<file path="config.mk">
export PLATFORM = sky130hd
export DESIGN_NAME = qs_front
export DESIGN_NICKNAME = d
export VERILOG_FILES = /design/src/rtl/qs_pkg.sv /design/src/rtl/qs_front.sv
export SDC_FILE = /design/constraint.sdc
export NUM_CORES = 2
export LEC_CHECK = 0
export BUFFER_PORTS_ARGS = -buffer_cell sky130_fd_sc_hd__buf_2
export CORE_MARGIN = 2
export CORE_UTILIZATION = 38
export DETAILED_ROUTE_END_ITERATION = 6
export SYNTH_ARGS = -nofsm -noshare
export SYNTH_HDL_FRONTEND = slang
export SYNTH_SLANG_ARGS = --single-unit
</file>
<file path="constraint.sdc">
create_clock -name aclk -period 13.1 [get_ports aclk]
set_input_delay 0 -clock aclk [delete_from_list [all_inputs] [get_ports aclk]]
set_output_delay 0 -clock aclk [all_outputs]
set_load 0.1 [all_outputs]
</file>
<file path="src/rtl/qs_pkg.sv">
`default_nettype none
// ----------------------------------------------------------------------------
// qs_pkg - shared types and constants of the quaternion slerp block
// Payload structs, fixed-point constants, CORDIC angle table, saturation.
// ----------------------------------------------------------------------------
package qs_pkg;

    localparam int COMP_WIDTH = 16;
    localparam int NUM_WIDTH  = 48;

    localparam logic [15:0]        THR_RESET   = 16'd31130;
    localparam logic [15:0]        ONE_Q15     = 16'd32768;
    localparam logic [17:0]        MAG_CAP     = 18'd131072;
    localparam logic signed [33:0] CORDIC_GAIN = 34'sd652032874;

    typedef struct packed {
        logic signed [COMP_WIDTH-1:0] a_x;
        logic signed [COMP_WIDTH-1:0] a_y;
        logic signed [COMP_WIDTH-1:0] a_z;
        logic signed [COMP_WIDTH-1:0] a_w;
        logic signed [COMP_WIDTH-1:0] b_x;
        logic signed [COMP_WIDTH-1:0] b_y;
        logic signed [COMP_WIDTH-1:0] b_z;
        logic signed [COMP_WIDTH-1:0] b_w;
        logic [15:0]                  rate;
    } qs_in_t;

    typedef struct packed {
        logic signed [COMP_WIDTH-1:0] r_x;
        logic signed [COMP_WIDTH-1:0] r_y;
        logic signed [COMP_WIDTH-1:0] r_z;
        logic signed [COMP_WIDTH-1:0] r_w;
        logic                         used_linear;
        logic                         flipped;
    } qs_out_t;

    // Classified item handed from the front end to the back end
    typedef struct packed {
        logic [3:0][COMP_WIDTH-1:0] a;
        logic [3:0][COMP_WIDTH:0]   b;      // already negated for the short arc
        logic [15:0]                t;      // rate clamped to 1.0
        logic [15:0]                d;      // |dot| clamped to 1.0, Q1.15
        logic                       linear;
        logic                       flip;
    } qs_job_t;

    // Sideband carried along the back-end pipeline
    typedef struct packed {
        logic [3:0][COMP_WIDTH-1:0] a;
        logic [3:0][COMP_WIDTH:0]   b;
        logic [15:0]                t;
        logic [15:0]                d;
        logic                       linear;
        logic                       flip;
        logic [3:0][COMP_WIDTH-1:0] r_lin;
    } qs_side_t;

    // CORDIC step angle atan(2^-i) in Q30
    function automatic logic signed [33:0] atan_q30(input int i);
        logic signed [33:0] r;
        case (i)
            0:       r = 34'sd843314857;
            1:       r = 34'sd497837829;
            2:       r = 34'sd263043837;
            3:       r = 34'sd133525159;
            4:       r = 34'sd67021687;
            5:       r = 34'sd33543516;
            6:       r = 34'sd16775851;
            7:       r = 34'sd8388437;
            8:       r = 34'sd4194283;
            9:       r = 34'sd2097149;
            default: r = (i <= 30) ? (34'sd1 <<< (30 - i)) : 34'sd0;
        endcase
        return r;
    endfunction

    // Clip a wide signed value to one component
    function automatic logic [COMP_WIDTH-1:0] sat_comp(input logic signed [NUM_WIDTH-1:0] v);
        logic [COMP_WIDTH-1:0] r;
        if (v > 48'sd32767) begin
            r = 16'h7fff;
        end else if (v < -48'sd32768) begin
            r = 16'h8000;
        end else begin
            r = v[COMP_WIDTH-1:0];
        end
        return r;
    endfunction

endpackage
`default_nettype wire

</file>
<file path="src/rtl/qs_front.sv">
`default_nettype none
// ----------------------------------------------------------------------------
// qs_front - input stage: dot product and path selection
// Two stages: component products, then dot sum, short-arc flip and
// linear/spherical decision. Stalls only when the queue is full.
// ----------------------------------------------------------------------------
module qs_front (
    input  logic            aclk,
    input  logic            aresetn,
    input  logic            s_valid,
    output logic            s_ready,
    input  qs_pkg::qs_in_t  s_data,
    input  logic [15:0]     thr,
    input  logic            q_full,
    output logic            push,
    output qs_pkg::qs_job_t push_data
);
    import qs_pkg::*;

    logic f_en;
    logic f1_valid_reg, f2_valid_reg;
    logic signed [31:0] p_reg [4];
    logic signed [COMP_WIDTH-1:0] a_reg [4];
    logic signed [COMP_WIDTH-1:0] b_reg [4];
    logic [15:0] t_reg;
    logic signed [COMP_WIDTH-1:0] in_a [4];
    logic signed [COMP_WIDTH-1:0] in_b [4];
    qs_job_t job_next, job_reg;

    assign f_en    = !q_full;
    assign s_ready = f_en;
    assign push    = f2_valid_reg && f_en;
    assign push_data = job_reg;

    assign in_a[0] = s_data.a_x;
    assign in_a[1] = s_data.a_y;
    assign in_a[2] = s_data.a_z;
    assign in_a[3] = s_data.a_w;
    assign in_b[0] = s_data.b_x;
    assign in_b[1] = s_data.b_y;
    assign in_b[2] = s_data.b_z;
    assign in_b[3] = s_data.b_w;

    // advance valid bits
    always_ff @(posedge aclk) begin
        if (!aresetn) begin
            f1_valid_reg <= 1'b0;
            f2_valid_reg <= 1'b0;
        end else if (f_en) begin
            f1_valid_reg <= s_valid;
            f2_valid_reg <= f1_valid_reg;
        end
    end

    // form products and clamp the rate
    always_ff @(posedge aclk) begin
        if (f_en) begin
            for (int i = 0; i < 4; i++) begin
                p_reg[i] <= in_a[i] * in_b[i];
                a_reg[i] <= in_a[i];
                b_reg[i] <= in_b[i];
            end
            t_reg <= (s_data.rate > ONE_Q15) ? ONE_Q15 : s_data.rate;
            job_reg <= job_next;
        end
    end

    // sum the dot, take its magnitude and pick the path
    always_comb begin
        logic signed [33:0] dot;
        logic [33:0]        abs_dot;
        logic [19:0]        m20;
        logic [17:0]        mag;
        logic signed [COMP_WIDTH:0] bx;
        dot = 34'(p_reg[0]) + 34'(p_reg[1]) + 34'(p_reg[2]) + 34'(p_reg[3]);
        abs_dot = dot[33] ? 34'(-dot) : 34'(dot);
        m20 = abs_dot[32:13];
        mag = (m20 > 20'(MAG_CAP)) ? MAG_CAP : m20[17:0];
        job_next.flip   = dot[33];
        job_next.t      = t_reg;
        job_next.d      = (mag >= 18'(ONE_Q15)) ? ONE_Q15 : mag[15:0];
        job_next.linear = (mag >= {2'b00, thr}) || (mag >= 18'(ONE_Q15));
        for (int i = 0; i < 4; i++) begin
            bx = 17'(b_reg[i]);
            job_next.a[i] = a_reg[i];
            job_next.b[i] = dot[33] ? 17'(-bx) : bx;
        end
    end

endmodule
`default_nettype wire

</file>
== Word-level counts from Yosys, hierarchy flattened ==
Memory sizes are Yosys's and may differ from the RTL's. A register that Yosys moved wholly into a read port is not among the register bits.
Index checks and enable logic that the tools add are counted.

* RAM bits: 256
* Memories kept: 3
* Bits in registers: 120

{| class="wikitable"
|+ Memory list
! name !! words !! width !! rd ports !! clocked after memory_dff !! wr ports !! RTL line !! RTL
|-
| p_reg || 4 || 32 || 4 || 0 || 4 || qs_front.sv:22 || <nowiki>logic signed [31:0] p_reg [4];</nowiki>
|-
| a_reg || 4 || 16 || 4 || 4 || 4 || qs_front.sv:23 || <nowiki>logic signed [COMP_WIDTH-1:0] a_reg [4];</nowiki>
|-
| b_reg || 4 || 16 || 4 || 0 || 4 || qs_front.sv:24 || <nowiki>logic signed [COMP_WIDTH-1:0] b_reg [4];</nowiki>
|}

* Muxes and demuxes: 7
* Add/sub/neg operators: 8
* Reduce and logical (&&, ||, !) cells: 7
* Multipliers: 4
* Order comparisons: 4

{| class="wikitable"
|+ Operators with widths
! cell !! count
|-
| $mul 16x16->32 || 4
|-
| $mux 17 || 4
|-
| $neg 16->17 || 4
|-
| $add 33x32->34 || 1
|-
| $add 34x32->34 || 1
|-
| $add 32x32->33 || 1
|-
| $mux 33 || 1
|-
| $neg 33->33 || 1
|-
| $gt 20x18->1 const B || 1
|-
| $ge 18x16->1 || 1
|-
| $ge 18x16->1 const B || 1
|-
| $mux 18 || 1
|-
| $gt 16x16->1 const B || 1
|-
| $logic_not 1->1 || 5
|-
| $logic_and 1x1->1 || 1
|-
| $logic_or 1x1->1 || 1
|-
| $mux 1 || 1
|}

== Logic depth before layout (Yosys ltp) ==
An unclocked memory read counts as a cell.

* Word-level depth: 10
* Gate-level depth with buffers: 37
* Gate-level depth less buffers: 37

== Least setup slack after synthesis ==
Ideal clock, no wire load.

* Kind: input to register
* From: in q_full
* To: mem a_reg[0][0] (enable)
* Cell stages on the path: 1
* Arrival time: 8.989 ns
* Setup slack: 3.298 ns
* Path through: inv_1

{| class="wikitable"
|+ RTL lines
! element !! RTL line !! RTL
|-
| start, declared || qs_front.sv:14 || <nowiki>input logic q_full,</nowiki>
|-
| end, declared || qs_front.sv:23 ||
|}

==> results.py <==
metrics = {
    "logic_synthesis": {
        "synth_common_cells": "inv_1, fa_1, nand2_1",
        "avgSynthCellArea_sq_um": 10.5,
        "synth_top_family_by_area": "adder cells",
        "ys_seq_area_share_pct": 22.7,
        "synthAdderAreaFrac_pct": 46.5,
        "synthDistinctLibCells": 98,
        "yosysMostFrequentCell": "inv_1",
        "synthMuxAreaShare_pct": 0.0882,
        "synth_ff_type": "edfxtp_1",
        "synth-async-reset-ratio_pct": 0,
        "synth_top_cell_by_area": "fa_1",
        "synth_edf_count": 438,
        "syn-num-nets": 7197,
        "synthTopCellsByArea": "fa_1, edfxtp_1, inv_1",
        "ys_warn_count": 0,
        "synth_area_sq_um": 58200,
        "synth_cells": 5539,
        "yosys.area_share.simple_pct": 12.3,
        "synth_top_area_share_pct": 38.3,
        "synth_compound_area_share_pct": 5.37,
        "synth_seq_cells": 440,
        "synth_xor_area_share_pct": 3.49,
    },
    "cts": {
        "clock_latency_ns": 0.67,
        "cts_root_buffer": "clkbuf_16",
        "clockBufferDepth": 3,
        "post_cts_resized": 0,
        "cts_buffers": 56,
        "h-tree-depth": 2,
        "cts_tree": "done",
        "cts_num_sinks": 440,
        "cts.reportedPaths.clkPinSlew_ns": 0.06,
    },
    "global_routing": {
        "first_global_vias": 42709,
        "antenna_found_initial": 12,
        "grt-ovfl-total": 0,
        "grt_util_all_layers_pct": 19.4,
        "grt_max_degree": 143,
        "grt_pass1_wl_mm": 238,
    },
    "layout": {
        "area_delta_synth_final_pct": 12.1,
        "drive_above_1_share_pct": 8.32,
        "finalNetCount": 7598,
        "fin_cells": 8013,
        "largest_register_ffs": 166,
        "num_antenna_cells": 0,
    },
    "route": {
        "drt_iter0_drc": 2023,
        "routedWlPerCell_microns": 18.0,
        "drcViolationCount": 0,
        "routed_wl_mm": 145,
        "vias": 38921,
        "ant_nets": 0,
        "drtPass1Iterations": 5,
        "vias_per_cell": 4.86,
    },
    "sta": {
        "timing.final.crit_share_pct": 76.3,
        "rsz0062_at_grt": "no",
        "slew_viol_final": 0,
        "fmax_mhz": 100,
        "tns_ns": 0,
        "fin_crit_ns": 10.00,
        "finalHoldViolations": 0,
        "setup_violations": 0,
        "finClkSkew_ns": 0.0275,
        "tightest_slew_ns": 0.996,
        "slew_headroom_pct": 32.7,
        "holdWs_ns": 0.106,
    },
    "worst_setup_path": {
        "cp_common_cell": "a21o_1",
        "worst-path-max-fanout": 20,
        "end_kind": "flop",
        "critPathMaxStageDelay_ns": 0.65,
        "r2r_slack_ns": 3.10,
        "path_class": "reg -> reg",
        "slowest_stage": "a2111oi_2",
        "cp.required_ns": 13.52,
        "cp-start-kind": "flop",
        "cp_data_arrival_time_ns": 10.42,
    },
    "outcome": {
        "outcome": "complete, no violations",
    },
    "floorplanning": {
        "core.rowCount": 143,
        "die_w_microns": 395,
        "io_pins": 332,
        "initial_core_util_pct": 38.3,
        "dieArea_sq_um": 156000,
        "core_sq_um": 152000,
        "fp.dieH_microns": 395,
    },
    "run": {
        "maxCapViolCount": 0,
    },
    "placement": {
        "io_buffer_count": 331,
        "globalplace.congestion": 0.864,
        "hpwl_mm": 114,
        "placed_cells": 7753,
    },
    "hold_path": {
        "min_path_type": "in -> reg",
    },
}
[cells in the final DEF (no fill, tap or decap), types with 19 or more instances in the layout]
cell	instances
inv_1	1309
dlygate4sd3_1	159
o21ai_0	87
fa_1	1113
nor3_1	38
buf_2	331
nor2b_1	38
xor2_1	48
ha_1	381
o31ai_1	19
clkbuf_16	57
xnor2_1	181
o21bai_1	19
nand2_1	650
a21oi_1	125
or3_1	21
edfxtp_1	438
o41ai_1	19
a21o_1	39
nand3_1	29
and2_1	396
nor2_1	109
nand2b_1	89
[worst max-delay path, delay by kind of cell, from the launching register on]
| family | cells | cell delay, ns |
|---|---|---|
| buf+inv | 5 | 1.21 |
| compound gates | 21 | 4.29 |
| flops | 1 | 0.41 |
| fa+ha+maj | 5 | 1.74 |
| simple gates | 7 | 2.10 |
[per-layer routing]
| metal | vias to the layer above | part of all wire [%] | track usage [%] |
|---|---|---|---|
| li1 | 17744 | - | - |
| met4 | 4 | 2.3 | 4.37 |
| met1 | 20054 | 44 | 26.7 |
| met3 | 183 | 5.6 | 3.03 |
| met5 | - | 0.017 | 0 |
| met2 | 936 | 48 | 32.2 |
[path summary, 6_finish.rpt]
| check | from | end | cells after the start |
|---|---|---|---|
| worst max-delay path | p_reg[0][0]$_DFFE_PN_ | push_data[1]$_DFFE_PN_ | 38 |
| worst min-delay path | aresetn | f2_valid_reg$_SDFFE_PN0N_ | 3 |
| worst max register to register | p_reg[0][0]$_DFFE_PN_ | push_data[1]$_DFFE_PN_ | 38 |
| worst min register to register | t_reg[0]$_SDFFCE_PN0N_ | push_data[18]$_DFFE_PN_ | 0 |
[through the flow]
stage | cell area, sq um | util, % | setup slack [ns]
after floorplan | 58200 | - | 3.30
after global placement | 61800 | 40.7 | 3.85
after detailed placement | 61800 | 40.7 | 3.73
after CTS | 65200 | 42.9 | 3.15
after global routing | 65200 | 42.9 | 2.43
final | 65200 | 42.9 | 3.10
[timing repair]
| item | in CTS | in global routing |
|---|---|---|
| hold buffers | 159 | 0 |
| setup buffers | 0 | 0 |
| endpoints found under the hold margin | 203 | 0 |
[logic make-up after synthesis]
kind of cell | count (synthesis)
xor+xnor | 230
mux | 5
flops | 440
buf+inv | 1463
simple gates | 1451
fa+ha+maj | 1494
compound gates | 456
[final cells by class]
| type | count | area (sq um) |
|---|---|---|
| Tap cell | 2030 | 2540 |
| Clock buffer | 63 | 1450 |
| Multi-Input combinational cell | 3636 | 39400 |
| Fill cell | 14571 | 86700 |
| Timing Repair Buffer | 495 | 3300 |
| Clock inverter | 38 | 379 |
| Inverter | 1311 | 4930 |
| Sequential cell | 440 | 13200 |
Power is not shown: default switching activity piles up to over one toggle a cycle in this logic, so the estimate is an artifact.
