## src/rtl/qs_pkg.sv

```systemverilog
`default_nettype none
// ----------------------------------------------------------------------------
// qs_pkg - shared types and constants of the quaternion slerp block
// Payload structs, fixed-point constants, CORDIC angle table, saturation.
// ----------------------------------------------------------------------------
package qs_pkg;

    localparam int COMP_WIDTH = 16;
    localparam int NUM_WIDTH  = 48;

    localparam logic [15:0]        THR_RESET   = 16'd31130;
    localparam logic [15:0]        ONE_Q15     = 16'd32768;
    localparam logic [17:0]        MAG_CAP     = 18'd131072;
    localparam logic signed [33:0] CORDIC_GAIN = 34'sd652032874;

    typedef struct packed {
        logic signed [COMP_WIDTH-1:0] a_x;
        logic signed [COMP_WIDTH-1:0] a_y;
        logic signed [COMP_WIDTH-1:0] a_z;
        logic signed [COMP_WIDTH-1:0] a_w;
        logic signed [COMP_WIDTH-1:0] b_x;
        logic signed [COMP_WIDTH-1:0] b_y;
        logic signed [COMP_WIDTH-1:0] b_z;
        logic signed [COMP_WIDTH-1:0] b_w;
        logic [15:0]                  rate;
    } qs_in_t;

    typedef struct packed {
        logic signed [COMP_WIDTH-1:0] r_x;
        logic signed [COMP_WIDTH-1:0] r_y;
        logic signed [COMP_WIDTH-1:0] r_z;
        logic signed [COMP_WIDTH-1:0] r_w;
        logic                         used_linear;
        logic                         flipped;
    } qs_out_t;

    // Classified item handed from the front end to the back end
    typedef struct packed {
        logic [3:0][COMP_WIDTH-1:0] a;
        logic [3:0][COMP_WIDTH:0]   b;      // already negated for the short arc
        logic [15:0]                t;      // rate clamped to 1.0
        logic [15:0]                d;      // |dot| clamped to 1.0, Q1.15
        logic                       linear;
        logic                       flip;
    } qs_job_t;

    // Sideband carried along the back-end pipeline
    typedef struct packed {
        logic [3:0][COMP_WIDTH-1:0] a;
        logic [3:0][COMP_WIDTH:0]   b;
        logic [15:0]                t;
        logic [15:0]                d;
        logic                       linear;
        logic                       flip;
        logic [3:0][COMP_WIDTH-1:0] r_lin;
    } qs_side_t;

    // CORDIC step angle atan(2^-i) in Q30
    function automatic logic signed [33:0] atan_q30(input int i);
        logic signed [33:0] r;
        case (i)
            0:       r = 34'sd843314857;
            1:       r = 34'sd497837829;
            2:       r = 34'sd263043837;
            3:       r = 34'sd133525159;
            4:       r = 34'sd67021687;
            5:       r = 34'sd33543516;
            6:       r = 34'sd16775851;
            7:       r = 34'sd8388437;
            8:       r = 34'sd4194283;
            9:       r = 34'sd2097149;
            default: r = (i <= 30) ? (34'sd1 <<< (30 - i)) : 34'sd0;
        endcase
        return r;
    endfunction

    // Clip a wide signed value to one component
    function automatic logic [COMP_WIDTH-1:0] sat_comp(input logic signed [NUM_WIDTH-1:0] v);
        logic [COMP_WIDTH-1:0] r;
        if (v > 48'sd32767) begin
            r = 16'h7fff;
        end else if (v < -48'sd32768) begin
            r = 16'h8000;
        end else begin
            r = v[COMP_WIDTH-1:0];
        end
        return r;
    endfunction

endpackage
`default_nettype wire

```

## src/rtl/qs_queue.sv

```systemverilog
`default_nettype none
// ----------------------------------------------------------------------------
// qs_queue - four-entry queue between front and back end
// Lets the front keep accepting while the back end is stalled.
// ----------------------------------------------------------------------------
module qs_queue (
    input  logic            aclk,
    input  logic            aresetn,
    input  logic            push,
    input  qs_pkg::qs_job_t push_data,
    output logic            full,
    input  logic            pop,
    output logic            q_valid,
    output qs_pkg::qs_job_t q_data
);
    import qs_pkg::*;

    localparam int DEPTH = 4;

    qs_job_t mem_reg [DEPTH];
    logic [1:0] wr_ptr_reg, rd_ptr_reg;
    logic [2:0] count_reg;
    logic       do_pop;

    assign full    = (count_reg == 3'(DEPTH));
    assign q_valid = (count_reg != 3'd0);
    assign q_data  = mem_reg[rd_ptr_reg];
    assign do_pop  = pop && q_valid;

    // move pointers and occupancy
    always_ff @(posedge aclk) begin
        if (!aresetn) begin
            wr_ptr_reg <= 2'd0;
            rd_ptr_reg <= 2'd0;
            count_reg  <= 3'd0;
        end else begin
            if (push) begin
                wr_ptr_reg <= wr_ptr_reg + 2'd1;
            end
            if (do_pop) begin
                rd_ptr_reg <= rd_ptr_reg + 2'd1;
            end
            count_reg <= count_reg + 3'(push) - 3'(do_pop);
        end
    end

    // store entries
    always_ff @(posedge aclk) begin
        if (push) begin
            mem_reg[wr_ptr_reg] <= push_data;
        end
    end

endmodule
`default_nettype wire

```

## config.mk

```make
export PLATFORM = sky130hd
export DESIGN_NAME = qs_queue
export DESIGN_NICKNAME = d
export VERILOG_FILES = /design/src/rtl/qs_pkg.sv /design/src/rtl/qs_queue.sv
export SDC_FILE = /design/constraint.sdc
export NUM_CORES = 1
export LEC_CHECK = 0
export BUFFER_PORTS_ARGS = -buffer_cell sky130_fd_sc_hd__buf_4
export CAP_MARGIN = 10
export CORE_MARGIN = 3
export CORE_UTILIZATION = 35
export CTS_BUF_LIST = sky130_fd_sc_hd__clkbuf_16
export DETAILED_ROUTE_END_ITERATION = 10
export GPL_TIMING_DRIVEN = 0
export REMOVE_ABC_BUFFERS = 1
export SYNTH_ARGS = -nofsm -noshare
export SYNTH_HDL_FRONTEND = slang
export SYNTH_SLANG_ARGS = --single-unit
export TNS_END_PERCENT = 50
```

## constraint.sdc

```tcl
create_clock -name aclk -period 4.9 [get_ports aclk]
set_clock_uncertainty 0.2 [all_clocks]
set_input_delay 0.245 -clock aclk [delete_from_list [all_inputs] [get_ports aclk]]
set_output_delay 0.245 -clock aclk [all_outputs]
set_load 0.01 [all_outputs]
```

# Yosys cells after proc, flatten, opt, wreduce, memory -nomap -nowiden
# Memories as Yosys holds them, arrays and structs flattened. A register that Yosys moved wholly into a read port is not among the register bits.
# Index checks and enable logic that the tools add are counted.
# word_totals
in_bits	170
elab_cells	15
latch_bits	0
mem_bits_rw	664
mem_count	1
output_inout_bits	168
mem_bits_ro	0
ff_bits	7
# mem_list
name	words	width	read_ports	rd_clocked_by_memory_dff	wr	line_no	text
mem_reg	4	166	1	1	1	qs_queue.sv:20	qs_job_t mem_reg [DEPTH];
# op_classes
n_bitwise	0
add_sub_neg	4
mul	0
shift	0
n_reduce_logical	2
n_lt_le_gt_ge	0
eq_ne	1
mux	4
div	0
# op_table
operator	n
$add 2x1->2 const B	2
$mux 2	2
$add 3x1->3	1
$eq 3x3->1 const B	1
$reduce_bool 3->1	1
$sub 3x1->3	1
$mux 1	2
$logic_and 1x1->1	1

# Longest topological paths before layout
# Gate-level depths: netlist of the first run.
# depth
word_depth	4
depth_mapped	7
depth_no_buf	7

# Least setup slack after synthesis of the first run
# OpenSTA, ideal clock, no wires.
# synth_timing
path_kind	flip-flop to flip-flop
from	register wr_ptr_reg[0]
to	memory mem_reg[0][0] (netlist bit) (enable)
slack_ps	-174
period_less_slack_ps	5074
required_time_ps	4155
setup_ps	545
stages_incl_launch_ff	4
t_arrival_ps	4329
path_buffers	0
cell_sequence	dfxtp_1 -> inv_1 -> ha_1 -> and2_1
# synth_lines
item	line_no	text
start, declared	qs_queue.sv:21	logic [1:0] wr_ptr_reg, rd_ptr_reg;
start signal, assigned	qs_queue.sv:38	wr_ptr_reg <= wr_ptr_reg + 2'd1;
end, declared	qs_queue.sv:20	
# No word-level cell before the write port.

==> results of run 1 <==
layer usage:
layer	vias up	track usage, %	routed length (um)	share of wire, %
li1	5092	-	-	-
met1	6012	17.7	20500	41
met2	302	22.7	25100	50
met3	95	4.18	3130	6.2
met4	4	4.44	1530	3.0
met5	-	0	21	0.042
per-stage QoR:
stage	setup TNS (ns)	setup WS (ns)	power [mW]	cell area, um^2
final	0	1.59	15.1	32500
after CTS	0	1.41	15.4	32500
after global routing	0	1.31	15.8	32500
after global placement	-3617.59	-7.20	9.73	27800
after floorplan	-629.10	-3.13	8.62	24200
after detailed placement	0	2.07	9.74	28400
final timing paths:
path / start / to
max: register / q_data[40]
max reg2reg: wr_ptr_reg[0] / mem_reg[0][116]
min: push_data[85] / mem_reg[2][85]
min reg2reg: rd_ptr_reg[1] / register
Yosys cell counts, types with 2 or more instances:
master and instances:
dfxtp_1 9, buf_2 15, buf_6 16, and2_1 8, mux4_2 166, mux2i_1 4
buf_1 2, ha_1 6, edfxtp_1 664, inv_1 6, nand2_1 2, nand2b_1 2
buf_4 2
worst register-to-register path, delay by kind of cell, from the launching register on:
family	cells	cell delay, ns
flops	1	0.35
fa+ha+maj	1	0.16
buf+inv	3	0.72
simple gates	1	0.48
where the power goes:
part,total (mW),switching (mW),internal [mW]
registers,6.73,0.103,6.63
logic,2.92,1.32,1.60
clock network,5.44,2.18,3.26
kinds of logic after synthesis:
family	count (synthesis)	synth area share, %
flip-flops	673	82.3
AND/OR/NAND/NOR	15	0.363
AO/OA/AOI/OAI	2	0.0717
XOR/XNOR	2	0.128
buffers and inverters	43	1.30
adder cells (fa/ha/maj)	7	0.389
multiplexers	170	15.5
cell usage in the layout (no fill, tap or decap):
cell / synthesis / layout
fa_1: 1 / 1
and2_4: 0 / 4
inv_8: 0 / 1
inv_1: 6 / 18
edfxtp_1: 664 / 664
inv_6: 0 / 5
dlygate4sd3_1: 0 / 169
nand2_1: 2 / 2
and3_1: 1 / 1
clkinv_4: 0 / 2
buf_4: 2 / 337
clkinvlp_4: 0 / 1
o311ai_0: 1 / 1
xnor3_1: 1 / 1
clkbuf_16: 0 / 75
clkinv_1: 0 / 18
xor2_1: 1 / 1
nor2b_1: 1 / 1
and2_1: 8 / 4
bufinv_16: 0 / 9
dfxtp_4: 0 / 2
mux2i_1: 4 / 4
or3_1: 1 / 1
clkinv_2: 0 / 9
diode_2: 0 / 1
buf_16: 0 / 19
nand2b_1: 2 / 2
buf_12: 0 / 1
o31a_1: 1 / 1
ha_1: 6 / 6
dfxtp_1: 9 / 7
mux4_2: 166 / 166
layout make-up:
class | instances | area, um^2
diodes | 1 | 2.50
clock buffers | 75 | 1880
clock inverters | 57 | 508
fillers | 5746 | 36500
inverters | 6 | 22.5
multi-input cells | 196 | 4020
flip-flops and latches | 673 | 20100
well taps | 931 | 1160
repair buffers | 526 | 4760
repair_timing:
item / 4_1_cts / 5_1_grt
hold endpoints to repair: 673 / 0
buffers inserted: 0 / 0
hold buffers: 169 / 0
gates resized for setup: 0 / 0
==> results.py, run 1 <==
metrics = {
    "synth": {
        "synthCells": 912,
        "yosys.cell_types.count": 23,
        "synth.top_cells.by_area": "edfxtp_1, mux4_2, dfxtp_1",
        "synth_area_per_cell_um2": 26.8,
        "async_reset_ff_share_pct": 0,
        "synth-seq-area-share_pct": 82.3,
        "synth-seq-cells": 673,
        "synth-main-ff-cell": "edfxtp_1",
        "synth_edf_count": 664,
        "yosysTopAreaCellShare_pct": 81.6,
        "synth.cell_area_um2": 24400,
        "yosysTopAreaCell": "edfxtp_1",
        "yosysWarnings": 0,
    },
    "clock_network": {
        "root_buffer": "clkbuf_16",
        "clk_latency_ns": 0.58,
        "path_clk_slew_ns": 0.06,
        "numCtsBuffers": 74,
        "htreeDepth": 3,
        "cts_sinks": 673,
        "cts_tree": "yes",
        "clock_path_buffers": 3,
    },
    "worst_setup_path": {
        "crit_chain": "buf_12 -> buf_16 -> buf_16 -> mux4_2 -> buf_4",
        "required_ns": 4.45,
        "crit_cells": 5,
        "cpMostUsedCell": "buf_16",
        "cp_num_buf_inv": 4,
        "crit_type": "register to output pin",
        "worstSetupEndpointType": "output pin",
        "cp.arrival_ns": 2.87,
        "crit_path_max_incr_delay_ns": 0.59,
        "rr_worst_depth": 5,
        "critPathSlowestCell": "dfxtp_4",
        "cp_top_family": "buffers and inverters",
        "crit_path_max_fanout": 38,
        "startpoint_type": "register",
        "reg2reg_slack_ns": 2.59,
    },
    "finish": {
        "stdcell_count": 2465,
        "nets": 1654,
        "area_delta_synth_final_pct": 32.9,
        "fin_util_pct": 47.1,
        "largest_register_ffs": 664,
        "drive_gt1_share_pct": 41.2,
    },
    "routing": {
        "drc": 0,
        "drt_first_pass_iters": 4,
        "vias_per_cell": 4.67,
        "drt-wirelength-per-cell_um": 20.4,
        "num_vias": 11505,
        "drt_iter0_markers": 643,
        "finalWirelength_um": 50300,
        "ant_nets": 0,
    },
    "timing": {
        "fmax_mhz": 302,
        "slew_headroom_pct": 61.9,
        "rsz0062_at_grt": "false",
        "fin_crit_sh_pct": 67.6,
        "drv_slew": 0,
        "setup_viol": 0,
        "period_minus_slack_ns": 3.31,
        "worst_pin_slew_ns": 0.571,
        "hold_violations": 0,
        "whs_ns": 0.198,
    },
    "floorplan": {
        "start_util_pct": 35.5,
        "dieArea_um2": 73100,
        "coreArea_um2": 68900,
        "num_io_pins": 338,
        "num_rows": 96,
        "fp.dieH_um": 270,
        "die_x_um": 270,
    },
    "placed_design": {
        "place_inst": 2163,
        "place.gp.congestion": 0.681,
        "hpwl_um": 30500,
        "port-buffer-count": 337,
    },
    "outcome": {
        "status": "finished clean",
    },
    "global_route": {
        "grt_pass1_vias": 12437,
        "grt-ovfl-total": 0,
        "grt_max_degree": 56,
        "track_usage_pct": 13.8,
        "grt_pass1_wl_um": 77000,
        "antenna_found_initial": 3,
    },
    "min_path": {
        "hold_path_class": "input pin to register",
        "min_path_cells": 2,
    },
    "power_and_ir_drop": {
        "power-per-cell-area_nw_per_um2": 465,
        "vdd_ir_drop_max_v": 0.000303,
        "p_leak_nw": 11.0,
    },
    "run": {
        "cap_violations": 0,
    },
}
Power figures use the tool's default switching activity.
==> run 2: changes to the inputs <==
clock period = 2.8 ns   (was 4.9 ns; I/O delays follow)
==> run 2 against run 1 <==
Die area unchanged. First-iteration DRC count is 0.62% higher. Sequential power grew 74%. Worst hold slack worse by 0.10 ns. Sequential share of layout area decreased by 0.38 points. Count of clock-buffer cells in the layout unchanged. Register-to-register slack worse by 2.1 ns.
==> results.py, run 2 (same netlist as run 1, synthesis figures left out) <==
metrics = {
    "finish": {
        "nets": 1665,
        "final_common_cell": "edfxtp_1",
        "n_fill_cell": 5730,
        "drive_gt1_share_pct": 41.6,
        "largest_register_ffs": 664,
        "ff_latch_area_um2": 20100,
        "area_delta_synth_final_pct": 33.7,
        "multiInputGateArea_um2": 4020,
        "stdcell_count": 2476,
        "mostFrequentLayoutCells": "edfxtp_1, buf_4, dlygate4sd3_1",
    },
    "timing": {
        "slew_headroom_pct": 62.1,
        "worst_pin_slew_ns": 0.569,
        "fmax_mhz": 373,
        "setup_viol": 0,
        "hold_violations": 0,
        "whs_ns": 0.0935,
        "fin_crit_sh_pct": 95.7,
        "rsz0062_at_grt": "false",
        "period_minus_slack_ns": 2.68,
        "drv_slew": 0,
    },
    "clock_network": {
        "cts_sinks": 673,
        "path_clk_slew_ns": 0.06,
        "numCtsBuffers": 74,
        "root_buffer": "clkbuf_16",
        "cts_tree": "yes",
        "clock_path_buffers": 3,
        "clk_latency_ns": 0.58,
        "htreeDepth": 3,
    },
    "power_and_ir_drop": {
        "p_int_mw": 20.3,
        "pwr-share-seq_pct": 43.9,
        "p_total_mw": 26.7,
        "p_leak_nw": 11.1,
        "sw_frac_of_total_pct": 24.0,
        "comb_power_share_pct": 20.4,
        "power_frac_clock_pct": 35.7,
        "switching_power_mw": 6.42,
        "power-per-cell-area_nw_per_um2": 817,
        "vdd_ir_drop_max_v": 0.000530,
    },
    "global_route": {
        "grt_pass1_vias": 12562,
        "track_usage_pct": 14.2,
        "grt-ovfl-total": 0,
        "antenna_found_initial": 3,
        "grt_max_degree": 56,
        "grt_pass1_wl_um": 78400,
    },
    "worst_setup_path": {
        "crit_path_max_fanout": 48,
        "required_ns": 2.46,
        "crit_type": "register to output pin",
        "cp.arrival_ns": 2.34,
        "startpoint_type": "register",
        "worstSetupEndpointType": "output pin",
        "rr_worst_depth": 4,
    },
    "min_path": {
        "hold_path_class": "input pin to register",
        "min_path_cells": 2,
    },
    "routing": {
        "drc": 0,
        "finalWirelength_um": 51800,
        "drt_first_pass_iters": 4,
        "drt-wirelength-per-cell_um": 20.9,
        "vias_per_cell": 4.68,
        "drt_iter0_markers": 647,
        "num_vias": 11585,
        "ant_nets": 0,
    },
    "floorplan": {
        "start_util_pct": 35.5,
        "num_io_pins": 338,
        "coreArea_um2": 68900,
        "die_x_um": 270,
        "fp.dieH_um": 270,
        "dieArea_um2": 73100,
        "num_rows": 96,
    },
    "placed_design": {
        "hpwl_um": 30500,
        "port-buffer-count": 337,
        "place_inst": 2163,
        "place.gp.congestion": 0.681,
    },
    "run": {
        "cap_violations": 0,
    },
    "outcome": {
        "status": "finished clean",
    },
}
==> run 2: changes by cell type in the layout (fill, tap and decap cells not counted) <==
cell,before,now
bufbuf_16,0,3
clkbuf_16,75,76
buf_16,19,21
buf_4,337,343
buf_12,1,0
==> run 2: worst paths after layout <==
check	start	endpoint	slack, ns
worst max-delay path	register	q_data[100]	0.12
worst min-delay path	push_data[85]	mem_reg[2][85]	0.09
worst max register to register	wr_ptr_reg[0]	mem_reg[3][123]	0.49
worst min register to register	rd_ptr_reg[1]	register	0.28
==> run 2: power groups by stage <==
stage | logic [mW] | registers, mW | clock network (mW)
2_1_floorplan | 2.11 | 12.3 | 0
4_1_cts | 5.56 | 11.7 | 9.87
6_report | 5.45 | 11.7 | 9.53
3_5_place_dp | 5.04 | 12.0 | 0
5_1_grt | 5.85 | 11.8 | 10.3
3_3_place_gp | 3.53 | 12.5 | 0
==> run 2: through the flow <==
step	worst slack, ns	setup TNS [ns]	util (%)	area [um^2]
after floorplan	-5.12	-2354.67	-	24200
after global placement	-9.20	-5343.16	40.4	27800
after detailed placement	0.0726	0	41.2	28400
after CTS	0.00935	0	47.4	32700
after global routing	0.00680	0	47.4	32700
final	0.122	0	47.4	32700
==> run 2: layer usage <==
layer	GRT usage, %	wire length, um
met3	4.11	3190
met2	23.2	25600
met5	0	21
met1	18.3	21500
met4	4.46	1510
==> run 2: critical path: stages, from the launching register on <==
cell     delay (ns)
dfxtp_4        0.56
buf_16         0.27
buf_16         0.28
mux4_2         0.39
buf_4          0.17
==> run 2: cell type report <==
type	count	share of cell area, %
diodes	1	0.00765
multi-input cells	196	12.3
inverters	6	0.0689
clock inverters	57	1.55
repair buffers	537	15.2
flip-flops and latches	673	61.6
well taps	931	3.56
clock buffers	75	5.74
==> run 2: what timing repair did <==
item                                   in CTS  in global routing
resized for setup                           2                  0
setup endpoints to repair                 112                 15
setup buffers                               6                  0
endpoints found under the hold margin     686                  0
gates cloned                                4                  1
hold buffers                              169                  0
==> run 3: changes to the inputs <==
BUFFER_PORTS_ARGS = -buffer_cell sky130_fd_sc_hd__buf_2   (was -buffer_cell sky130_fd_sc_hd__buf_4)
CORE_MARGIN = 4   (was 3)
GPL_TIMING_DRIVEN = default   (was 0)
==> run 3 against run 2 <==
Sequential share of layout area grew 2.2 points. Non-clock buffer count rose by 7. First-iteration DRC count increased by 16%. Flip-flop and latch count unchanged. Power is 4.0% lower. Register-to-register slack gained 0.04 ns. Cell count is 0.32% higher. Critical endpoint is now q_data[84]. Highest routed layer unchanged.
==> results.py, run 3 (same netlist as run 1, synthesis figures left out) <==
metrics = {
    "clock_network": {
        "cts_tree": "yes",
        "numCtsBuffers": 74,
        "path_clk_slew_ns": 0.06,
        "cts_sinks": 673,
        "htreeDepth": 3,
        "clock_path_buffers": 3,
        "root_buffer": "clkbuf_16",
        "clk_latency_ns": 0.59,
    },
    "routing": {
        "drt_first_pass_iters": 4,
        "drt-wirelength-per-cell_um": 21.0,
        "drt_iter0_markers": 751,
        "ant_nets": 0,
        "drc": 0,
        "finalWirelength_um": 52100,
        "vias_per_cell": 4.73,
        "num_vias": 11752,
    },
    "floorplan": {
        "start_util_pct": 35.5,
        "fp.dieH_um": 272,
        "dieArea_um2": 74200,
        "coreArea_um2": 68900,
        "die_x_um": 272,
        "num_io_pins": 338,
        "num_rows": 96,
    },
    "min_path": {
        "hold_path_class": "input pin to register",
        "min_path_cells": 2,
        "min_to": "mem_reg[1][39]",
        "hp-start": "push_data[39]",
    },
    "power_and_ir_drop": {
        "p_leak_nw": 10.7,
        "p_total_mw": 25.6,
        "vdd_ir_drop_max_v": 0.000551,
        "power-per-cell-area_nw_per_um2": 812,
    },
    "finish": {
        "largest_register_ffs": 664,
        "multiInputGateArea_um2": 4020,
        "n_fill_cell": 5833,
        "final_common_cell": "edfxtp_1",
        "drive_gt1_share_pct": 41.5,
        "stdcell_count": 2484,
        "nets": 1672,
        "mostFrequentLayoutCells": "edfxtp_1, buf_2, dlygate4sd3_1",
        "area_delta_synth_final_pct": 29.2,
        "ff_latch_area_um2": 20100,
    },
    "placed_design": {
        "place.gp.congestion": 0.724,
        "port-buffer-count": 337,
        "hpwl_um": 30400,
        "post-place-ws_ns": 0.535,
        "place_inst": 2176,
    },
    "global_route": {
        "grt_pass1_wl_um": 79900,
        "grt-ovfl-total": 0,
        "track_usage_pct": 14.1,
        "grt_pass1_vias": 13036,
        "grt_max_degree": 86,
        "antenna_found_initial": 3,
    },
    "timing": {
        "worst_pin_slew_ns": 0.869,
        "fmax_mhz": 381,
        "drv_slew": 0,
        "slew_headroom_pct": 41.4,
        "hold_violations": 0,
        "rsz0062_at_grt": "false",
        "setup_tns_ns": 0,
        "setup_viol": 0,
        "fin_ws_ns": 0.175,
        "whs_ns": 0.0984,
        "period_minus_slack_ns": 2.62,
        "fin_crit_sh_pct": 93.7,
    },
    "worst_setup_path": {
        "crit_path_max_fanout": 24,
        "crit_type": "register to output pin",
        "r2r-end": "count_reg[2]",
        "reg2reg_slack_ns": 0.53,
        "worstSetupEndpointType": "output pin",
        "reg2reg_from": "count_reg[1]",
        "rr_worst_depth": 7,
        "startpoint_type": "register",
        "required_ns": 2.46,
        "cp.arrival_ns": 2.28,
    },
    "outcome": {
        "status": "finished clean",
    },
    "run": {
        "cap_violations": 0,
    },
}
## run 3: cell count changes in the layout (fill, tap and decap cells not counted), moves of 2 or more
cell / change
clkinv_1: +2
clkinv_8: +4
buf_16: -20
buf_2: +337
bufbuf_16: -3
inv_1: +3
inv_6: -4
bufinv_16: -5
buf_12: +18
buf_4: -324
clkinvlp_4: +3
clkinv_2: -5
## run 3: final cells by class
type	instances	share of cell area (%)
Sequential cell	673	63.7
Multi-Input combinational cell	196	12.7
Timing Repair Buffer	544	12.4
Clock buffer	77	6.10
Tap cell	931	3.69
Clock inverter	55	1.28
Inverter	6	0.0713
Antenna cell	2	0.0158
## run 3: per-stage QoR
stage          cell area (um^2)  util, %
6_report                  31600     45.8
4_1_cts                   31500     45.7
3_5_place_dp              27500     39.9
3_3_place_gp              27500     39.9
2_1_floorplan             24200        -
5_1_grt                   31600     45.8
## run 3: where the power goes
group	switching [mW]	internal, mW	leakage (nW)
sequential	0.155	11.6	6.17
clock	3.80	5.36	1.18
combinational	2.35	2.37	3.34
total	6.30	19.3	10.7
## run 3: how the worst max path moves through the flow
stage                        end  cells after the start  slack [ns]
finish                q_data[84]                      4        0.18
global route         q_data[113]                      4        0.02
CTS                   q_data[84]                      4        0.03
detailed placement  count_reg[2]                      7        0.54
global placement    count_reg[2]                      7        0.56
floorplan              q_data[0]                      1       -5.12
## run 3: what timing repair did
| action | in CTS | in global routing |
|---|---|---|
| setup endpoints to repair | 0 | 8 |
| hold endpoints to repair | 686 | 0 |
| resized for setup | 0 | 1 |
| buffers inserted | 0 | 5 |
| hold buffers | 169 | 0 |
## run 3: per-layer routing
metal  routed length [um]  up-vias  track usage (%)
li1                     -     5144                -
met1                21200     6211             18.2
met2                26400      312             23.6
met3                 3310       83             4.09
met4                 1200        2             3.80
met5                   13        -                0
## run 3: worst max-delay path: stages (launching register included)
cell,delay [ns]
dfxtp_4,0.46
buf_16,0.26
buf_12,0.22
mux4_2,0.53
buf_2,0.16
